[config.mk]
export PLATFORM = sky130hd
export DESIGN_NAME = gregorian_date_add_days
export DESIGN_NICKNAME = d
export VERILOG_FILES = /design/src/gdad_pkg.sv /design/src/gdad_rom.sv /design/src/gdad_dp.sv /design/src/gregorian_date_add_days.sv
export SDC_FILE = /design/constraint.sdc
export NUM_CORES = 1
export LEC_CHECK = 0
export ABC_AREA = 1
export BUFFER_PORTS_ARGS = -buffer_cell sky130_fd_sc_hd__buf_4
export CAP_MARGIN = 10
export CORE_UTILIZATION = 60
export CTS_CLUSTER_SIZE = 10
export DETAILED_ROUTE_END_ITERATION = 10
export GPL_TIMING_DRIVEN = 1
export PLACE_DENSITY_LB_ADDON = 0.2
export SLEW_MARGIN = 20
export SYNTH_ARGS = -nofsm -noshare
export SYNTH_HDL_FRONTEND = slang
export SYNTH_HIERARCHICAL = 1
export SYNTH_SLANG_ARGS = --single-unit
[constraint.sdc]
create_clock -name aclk -period 9.5 [get_ports aclk]
set_clock_uncertainty 0.1 [all_clocks]
set_input_delay 2.375 -clock aclk [delete_from_list [all_inputs] [get_ports aclk]]
set_output_delay 2.375 -clock aclk [all_outputs]
set_load 0.05 [all_outputs]
[src/gdad_pkg.sv]
// Shared types, constants and the month-length function for the date adder.
`timescale 1ns / 1ps
`default_nettype none
package gdad_pkg;

    localparam int DayW    = 5;
    localparam int MonthW  = 4;
    localparam int YearW   = 14;
    localparam int AddW    = 15;
    localparam int RemW    = 16;
    localparam int YearIntW = YearW + 1;
    localparam int InDataW  = 40;
    localparam int OutDataW = 24;

    localparam logic [YearW-1:0]    YearOutMax = 14'd16383;
    localparam logic [YearW-1:0]    Cycle400   = 14'd400;
    localparam logic [MonthW-1:0]   MonthJan   = 4'd1;
    localparam logic [MonthW-1:0]   MonthFeb   = 4'd2;
    localparam logic [MonthW-1:0]   MonthDec   = 4'd12;

    typedef logic [2:0] pc_t;

    localparam pc_t PcLoad  = 3'd0;
    localparam pc_t PcMod   = 3'd1;
    localparam pc_t PcSum   = 3'd2;
    localparam pc_t PcRewind = 3'd3;
    localparam pc_t PcWalk  = 3'd4;
    localparam pc_t PcEmit  = 3'd5;

    typedef enum logic [2:0] {
        OP_LOAD   = 3'd0,
        OP_SUB400 = 3'd1,
        OP_ADDMON = 3'd2,
        OP_SETM1  = 3'd3,
        OP_WALK   = 3'd4,
        OP_EMIT   = 3'd5
    } op_t;

    typedef enum logic [2:0] {
        C_ALWAYS   = 3'd0,
        C_IN_VALID = 3'd1,
        C_GE400    = 3'd2,
        C_LT_SMON  = 3'd3,
        C_GT_LEN   = 3'd4,
        C_OUT_FREE = 3'd5
    } cond_t;

    // op runs only when cond holds; then branch to pc_true, else to pc_false
    typedef struct packed {
        op_t   op;
        cond_t cond;
        pc_t   pc_true;
        pc_t   pc_false;
    } ctl_word_t;

    typedef struct packed {
        logic ge400;
        logic lt_smon;
        logic gt_len;
    } dp_flags_t;

    function automatic logic [DayW-1:0] month_len(input logic [MonthW-1:0] m,
                                                  input logic leap);
        logic [DayW-1:0] len;
        case (m)
            4'd1, 4'd3, 4'd5, 4'd7, 4'd8, 4'd10, 4'd12: len = 5'd31;
            4'd4, 4'd6, 4'd9, 4'd11:                   len = 5'd30;
            MonthFeb:                                  len = leap ? 5'd29 : 5'd28;
            default:                                   len = 5'd0;
        endcase
        return len;
    endfunction

endpackage
`default_nettype wire

[src/gdad_rom.sv]
// Microcode ROM: one control word per program step.
`timescale 1ns / 1ps
`default_nettype none
module gdad_rom
    import gdad_pkg::*;
(
    input  wire pc_t       pc,
    output ctl_word_t      ctl
);

    always_comb begin
        case (pc)
            PcLoad:   ctl = '{op: OP_LOAD,   cond: C_IN_VALID, pc_true: PcMod,    pc_false: PcLoad};
            PcMod:    ctl = '{op: OP_SUB400, cond: C_GE400,    pc_true: PcMod,    pc_false: PcSum};
            PcSum:    ctl = '{op: OP_ADDMON, cond: C_LT_SMON,  pc_true: PcSum,    pc_false: PcRewind};
            PcRewind: ctl = '{op: OP_SETM1,  cond: C_ALWAYS,   pc_true: PcWalk,   pc_false: PcWalk};
            PcWalk:   ctl = '{op: OP_WALK,   cond: C_GT_LEN,   pc_true: PcWalk,   pc_false: PcEmit};
            PcEmit:   ctl = '{op: OP_EMIT,   cond: C_OUT_FREE, pc_true: PcLoad,   pc_false: PcEmit};
            default:  ctl = '{op: OP_SETM1,  cond: C_ALWAYS,   pc_true: PcLoad,   pc_false: PcLoad};
        endcase
    end

endmodule
`default_nettype wire

[src/gdad_dp.sv]
// Datapath: day remainder, month and year counters, year-mod-400 tracker.
`timescale 1ns / 1ps
`default_nettype none
module gdad_dp
    import gdad_pkg::*;
(
    input  wire                  aclk,
    input  wire op_t             op,
    input  wire                  exec,
    input  wire [DayW-1:0]       in_day,
    input  wire [MonthW-1:0]     in_month,
    input  wire [YearW-1:0]      in_year,
    input  wire [AddW-1:0]       in_add,
    output dp_flags_t            flags,
    output logic [DayW-1:0]      res_day,
    output logic [MonthW-1:0]    res_month,
    output logic [YearW-1:0]     res_year,
    output logic                 res_ovf
);

    logic [RemW-1:0]     rem_reg,   rem_next;
    logic [MonthW-1:0]   month_reg, month_next;
    logic [MonthW-1:0]   smon_reg,  smon_next;
    logic [YearIntW-1:0] year_reg,  year_next;
    logic [YearW-1:0]    y400_reg,  y400_next;

    logic            leap;
    logic [DayW-1:0] len;

    // y400 holds year mod 400 once the reduction loop has finished
    assign leap = (y400_reg == '0) ||
                  (y400_reg != 14'd100 && y400_reg != 14'd200 && y400_reg != 14'd300 &&
                   year_reg[1:0] == 2'b00);
    assign len  = month_len(month_reg, leap);

    assign flags.ge400   = (y400_reg >= Cycle400);
    assign flags.lt_smon = (month_reg < smon_reg);
    assign flags.gt_len  = (rem_reg > RemW'(len));

    always_comb begin
        rem_next   = rem_reg;
        month_next = month_reg;
        smon_next  = smon_reg;
        year_next  = year_reg;
        y400_next  = y400_reg;
        if (exec) begin
            case (op)
                OP_LOAD: begin
                    rem_next   = RemW'(in_add) + RemW'(in_day);
                    month_next = MonthJan;
                    smon_next  = in_month;
                    year_next  = YearIntW'(in_year);
                    y400_next  = in_year;
                end
                OP_SUB400: begin
                    y400_next = y400_reg - Cycle400;
                end
                OP_ADDMON: begin
                    rem_next   = rem_reg + RemW'(len);
                    month_next = month_reg + MonthW'(1);
                end
                OP_SETM1: begin
                    month_next = MonthJan;
                end
                OP_WALK: begin
                    rem_next = rem_reg - RemW'(len);
                    if (month_reg == MonthDec) begin
                        // roll into January of the next year
                        month_next = MonthJan;
                        year_next  = year_reg + YearIntW'(1);
                        y400_next  = (y400_reg == Cycle400 - YearW'(1)) ? '0
                                                                        : y400_reg + YearW'(1);
                    end else begin
                        month_next = month_reg + MonthW'(1);
                    end
                end
                default: begin
                end
            endcase
        end
    end

    always_ff @(posedge aclk) begin
        rem_reg   <= rem_next;
        month_reg <= month_next;
        smon_reg  <= smon_next;
        year_reg  <= year_next;
        y400_reg  <= y400_next;
    end

    assign res_day   = rem_reg[DayW-1:0];
    assign res_month = month_reg;
    assign res_ovf   = year_reg[YearIntW-1];
    assign res_year  = year_reg[YearIntW-1] ? YearOutMax : year_reg[YearW-1:0];

endmodule
`default_nettype wire

[src/gregorian_date_add_days.sv]
// Top level: microcode sequencer, datapath and output word register.
// Sequence: a load step, the year-mod-400 steps, the month-sum steps, a rewind step,
// one step per month walked, and an emit step that waits for the output register.
// Throughput: one word at a time; the next input can be taken from the cycle after emit,
// while the result may still wait in the output register.
// Reset: aresetn (synchronous, active low) returns the step counter to the load
// step and drops m_tvalid; datapath registers are not reset.
`timescale 1ns / 1ps
`default_nettype none
module gregorian_date_add_days
    import gdad_pkg::*;
(
    input  wire                   aclk,
    input  wire                   aresetn,
    input  wire                   s_tvalid,
    output logic                  s_tready,
    // [4:0] start_day, [8:5] start_month, [22:9] start_year, [37:23] days_to_add
    input  wire [InDataW-1:0]     s_tdata,
    output logic                  m_tvalid,
    input  wire                   m_tready,
    // [4:0] result_day, [8:5] result_month, [22:9] result_year, [23] year_overflow
    output logic [OutDataW-1:0]   m_tdata
);

    pc_t       pc_reg, pc_next;
    ctl_word_t ctl;
    dp_flags_t flags;
    logic      cond_ok;
    logic      out_free;

    logic [DayW-1:0]   res_day;
    logic [MonthW-1:0] res_month;
    logic [YearW-1:0]  res_year;
    logic              res_ovf;

    logic                m_tvalid_reg, m_tvalid_next;
    logic [OutDataW-1:0] m_tdata_reg,  m_tdata_next;

    gdad_rom u_rom (
        .pc  (pc_reg),
        .ctl (ctl)
    );

    assign out_free = !m_tvalid_reg || m_tready;

    always_comb begin
        case (ctl.cond)
            C_ALWAYS:   cond_ok = 1'b1;
            C_IN_VALID: cond_ok = s_tvalid;
            C_GE400:    cond_ok = flags.ge400;
            C_LT_SMON:  cond_ok = flags.lt_smon;
            C_GT_LEN:   cond_ok = flags.gt_len;
            C_OUT_FREE: cond_ok = out_free;
            default:    cond_ok = 1'b0;
        endcase
    end

    assign pc_next  = cond_ok ? ctl.pc_true : ctl.pc_false;
    assign s_tready = (ctl.op == OP_LOAD);

    gdad_dp u_dp (
        .aclk      (aclk),
        .op        (ctl.op),
        .exec      (cond_ok),
        .in_day    (s_tdata[4:0]),
        .in_month  (s_tdata[8:5]),
        .in_year   (s_tdata[22:9]),
        .in_add    (s_tdata[37:23]),
        .flags     (flags),
        .res_day   (res_day),
        .res_month (res_month),
        .res_year  (res_year),
        .res_ovf   (res_ovf)
    );

    always_comb begin
        m_tvalid_next = m_tvalid_reg;
        m_tdata_next  = m_tdata_reg;
        if (m_tready) begin
            m_tvalid_next = 1'b0;
        end
        // load the output word when the emit step fires
        if (ctl.op == OP_EMIT && cond_ok) begin
            m_tvalid_next = 1'b1;
            m_tdata_next  = {res_ovf, res_year, res_month, res_day};
        end
    end

    always_ff @(posedge aclk) begin
        if (!aresetn) begin
            pc_reg       <= PcLoad;
            m_tvalid_reg <= 1'b0;
        end else begin
            pc_reg       <= pc_next;
            m_tvalid_reg <= m_tvalid_next;
        end
        m_tdata_reg <= m_tdata_next;
    end

    assign m_tvalid = m_tvalid_reg;
    assign m_tdata  = m_tdata_reg;

endmodule
`default_nettype wire

Yosys cells after proc, flatten, opt, wreduce, memory -nomap -nowiden
Cells that the tools add are included.
- $add $sub $neg: 7
- magnitude comparators: 3
- equal/unequal tests: 32
- muxes and demuxes: 15
- reduce and logical (&&, ||, !) cells: 25
- operators by type and width (cell ; number):
    $pmux W12 S6 ; 1
    $pmux W16 S3 ; 1
    $pmux W14 S3 ; 1
    $pmux W15 S2 ; 1
    $mux W14 ; 2
    $eq A4 B4 Y1 const B ; 5
    $eq A3 B2 Y1 const B ; 6
    $eq A3 B3 Y1 const B ; 6
    $add A15 B5 Y16 ; 1
    $add A16 B5 Y16 ; 1
    $eq A4 B3 Y1 const B ; 4
    $gt A16 B5 Y1 ; 1
    $sub A16 B5 Y16 ; 1
    $add A15 B1 Y15 const B ; 1
    $mux W15 ; 1
    $pmux W5 S3 ; 1
    $add A14 B1 Y14 const B ; 1
    $eq A14 B9 Y1 const B ; 1
    $ge A14 B9 Y1 const B ; 1
    $logic_not A14 Y1 ; 1
    $ne A14 B7 Y1 const B ; 1
    $ne A14 B8 Y1 const B ; 1
    $ne A14 B9 Y1 const B ; 1
    $sub A14 B9 Y14 const B ; 1
    23 further kinds ; 40
- register bits: 81
- input port bits: 44
- logic and storage cells: 91

Longest topological paths before layout
- depth after elaboration: 11
- depth in mapped cells: 27

By module
The synthesis kept the hierarchy.
- by module, submodules not included (module ; times used ; cells an instance ; area each (sq um)):
    gdad_dp ; 1 ; 808 ; 5280.1
    gregorian_date_add_days ; 1 ; 70 ; 1001.0
    gdad_rom ; 1 ; 22 ; 98.8

Worst setup path before layout
No wires, ideal clock.
- path kind: register to output
- from: register pc_reg[1]
- to: output s_tready
- arrival: 1823 ps
- data required time: 7025 ps
- setup slack: 5202 ps
- cell stages (with the launch flop): 6
- path buffers: 1
- cells stage by stage: dfxtp_1 inv_2 nand2_2 inv_2 buf_4 nor3_1
- RTL lines (what ; line ; RTL):
    from (decl) ; gregorian_date_add_days.sv:25 ; pc_t pc_reg, pc_next;
    from (signal assigned) ; gregorian_date_add_days.sv:91 ; pc_reg <= PcLoad;
    from (signal assigned) ; gregorian_date_add_days.sv:94 ; pc_reg <= pc_next;
    to (decl) ; gregorian_date_add_days.sv:16 ; output logic s_tready,

==> metrics.cfg <==
[timing]
slew-limit-headroom_pct = 35.8
period_minus_slack_ns = 4.74
hold_viol_final = 0
setup_viol = 0
worst_slew_pin_slew_ns = 0.959
post-route-period-util_pct = 49.9
finalMaxSlewViolations = 0
tns_ns = 0
timing.fmax_mhz = 211
rsz0062_at_grt = false

[cells_and_area]
layout_commonest_cell = nand2_1
area_growth_pct = 11.4
ff_latch_area_mm2 = 0.00239
fill_cells = 928
largest_reg_flops = 24
antenna_cells = 0
nets = 1034
post-route-util_pct = 68.8
final_cell_mix = nand2_1 (250), nand3_1 (146), inv_1 (126), nor2_1 (88), edfxtp_1 (77)
multiInputGateArea_mm2 = 0.00333
drive_gt1_share_pct = 12.5

[routing]
vias = 6030
remaining_drc_errors = 0
top_layer = met4
antenna_left = 0
wl_met1_mm = 6.51
wl_mm = 14.8
wl_met2_mm = 7.29
dr.pass1.iters = 6
viasPerCell = 5.50
post_drt_wl_per_cell_um = 13.5
wl_met3_um = 707
drt-initial-drc-count = 476

[hold_path]
whs_path_depth = 2
hold_start = m_tvalid
worstHoldEndpoint = m_tvalid
hold_path.class = register to register

[grt]
grt_antenna_before_repair = 0
grt_max_degree = 39
grt_overflow = 0
grt_pass1_vias = 5482
grt_pass1_wl_mm = 24.2
grt_use_total_pct = 27.5

[die]
initial_core_util_pct = 61.8
dieWidth_um = 105
die-area_mm2 = 0.0110
ioPinCount = 70
die_h_um = 105
core-area_mm2 = 0.0103
num_rows = 37

[placed_design]
gp_congestion = 0.911
numPortBuffers = 67
hpwl_mm = 11.4

[power_and_ir_drop]
ir_drop_uv = 165
pwr-share-comb_pct = 58.8
seq_power_share_pct = 32.1
netSwitchingPower_mw = 1.32
p_sw_share_pct = 52.7
intPower_mw = 1.18
power_density_mw_per_mm2 = 352
p_clk_share_pct = 9.1
p_leak_nw = 3.37

[cts]
clockRootBuffer = clkbuf_8
cts_tree = built
clkSinkCount = 81
hold_buffers = 0
postCtsSetupRepairBufs = 0
cts.clk_slew.worst_paths_ns = 0.08
htree_num_levels = 3
ctsLongestPathBuffers = 2
numCtsBuffers = 9
cts_resized = 0
clk-insertion-delay-late_ns = 0.36

[synth]
yosysWarnings = 6
syn_area_per_cell_um2 = 7.09
synth_area_mm2 = 0.00638
ys_seq_elements = 81
synth_cells = 900
ys_types = 38
seq_area_frac_synth_pct = 37.5
synth_nets = 978

[outcome]
status = completed

[critical_path]
worst-path-stages = 25
slowest_delay_ns = 0.75
worstPathRequired_ns = 9.38
crit_path_start_kind = register
r2r_setup_slack_ns = 4.76
cp_max_fo = 10
reg2reg_from = u_dp/res_month[0]
worstPathArrival_ns = 4.62
crit_type = register to register
rr_endpoint = u_dp/y400_reg[8]
path_delay_family = simple AND/OR/NAND/NOR gates
slowest_stage = nor2_1
path_buf_inv = 6
reg2reg_depth = 25
cp-end-kind = register

[run]
maxCapViolCount = 0

## layout make-up
cell class                      instances  share of cell area [%]
Inverter                              136                    7.18
Timing Repair Buffer                   70                    7.40
Clock buffer                            9                    1.74
Clock inverter                          7                   0.704
Multi-Input combinational cell        658                    46.9
Sequential cell                        81                    33.7
Tap cell                              136                    2.39
## worst max-delay path by stage
stage / startpoint / end / slack [ns]
2_1_floorplan: pc_reg[1] / s_tready / 5.20
3_3_place_gp: u_dp/res_month[0] / u_dp/y400_reg[13] / 4.82
3_5_place_dp: u_dp/res_month[0] / u_dp/y400_reg[13] / 4.78
4_1_cts: u_dp/res_month[0] / u_dp/y400_reg[10] / 4.76
5_1_grt: u_dp/res_month[0] / u_dp/y400_reg[10] / 4.32
6_report: u_dp/res_month[0] / u_dp/y400_reg[8] / 4.76
## Yosys cell counts (all sizes together)
library cell  instances  area, µm²
edfxtp               77       2310
o21a                  1       7.51
a21oi                18       90.1
or2                   4       25.0
fa                    3       60.1
xnor2                 1       8.76
dfxtp                 4       80.1
nand3               149        761
buf                  22        133
ha                   31        388
clkbuf                3       11.3
nor2                 96        390
a22o                  1       8.76
and2                  2       12.5
and3                  1       6.26
a31oi                 6       52.6
xor2                  6       52.6
nand2               257        987
inv                 136        510
a21boi                1       7.51
o221ai                3       26.3
o21ai                36        180
o22ai                 1       6.26
nor3                 10       60.1
nand4                24        150
o211ai                2       15.0
nand3b                4       30.0
o31ai                 1       7.51
## metal layers
layer / GRT usage (%) / vias up
li1: - / 3082
met1: 35.1 / 2759
met2: 47.0 / 163
met3: 4.68 / 26
met4: 10.1 / 0
met5: 0 / -
## worst min-delay path, stage by stage (launching register included)
cell     delay [ns]
dfxtp_1        0.32
nand2_1        0.08
a21oi_1        0.06
## metrics by stage
step | power [mW] | cell area, µm² | hold slack [ns] | setup WS (ns) | std cells
final | 2.50 | 7110 | 0.399 | 4.76 | 1097
after global routing | 2.72 | 7110 | 0.414 | 4.32 | 1097
after CTS | 2.49 | 7110 | 0.398 | 4.76 | 1097
after detailed placement | 2.25 | 6930 | 0.383 | 4.78 | 1081
after global placement | 2.21 | 6930 | 0.381 | 4.82 | 1081
after floorplan | 1.91 | 6380 | 0.358 | 5.20 | 900
## cells by family after synthesis
family | Yosys count | share of synthesized area [%]
AND/OR/NAND/NOR | 547 | 38.0
buffers and inverters | 161 | 10.3
flip-flops | 81 | 37.5
AO/OA/AOI/OAI | 70 | 6.30
adder cells (fa/ha/maj) | 34 | 7.02
XOR/XNOR | 7 | 0.961
## power groups by stage
stage / Combinational (mW) / Clock [mW] / Sequential, mW
5_1_grt: 1.65 / 0.250 / 0.826
4_1_cts: 1.45 / 0.236 / 0.799
2_1_floorplan: 1.13 / 0 / 0.778
6_report: 1.47 / 0.228 / 0.802
3_3_place_gp: 1.41 / 0 / 0.804
3_5_place_dp: 1.44 / 0 / 0.808
No activity file was read; power rests on OpenSTA's default activity.
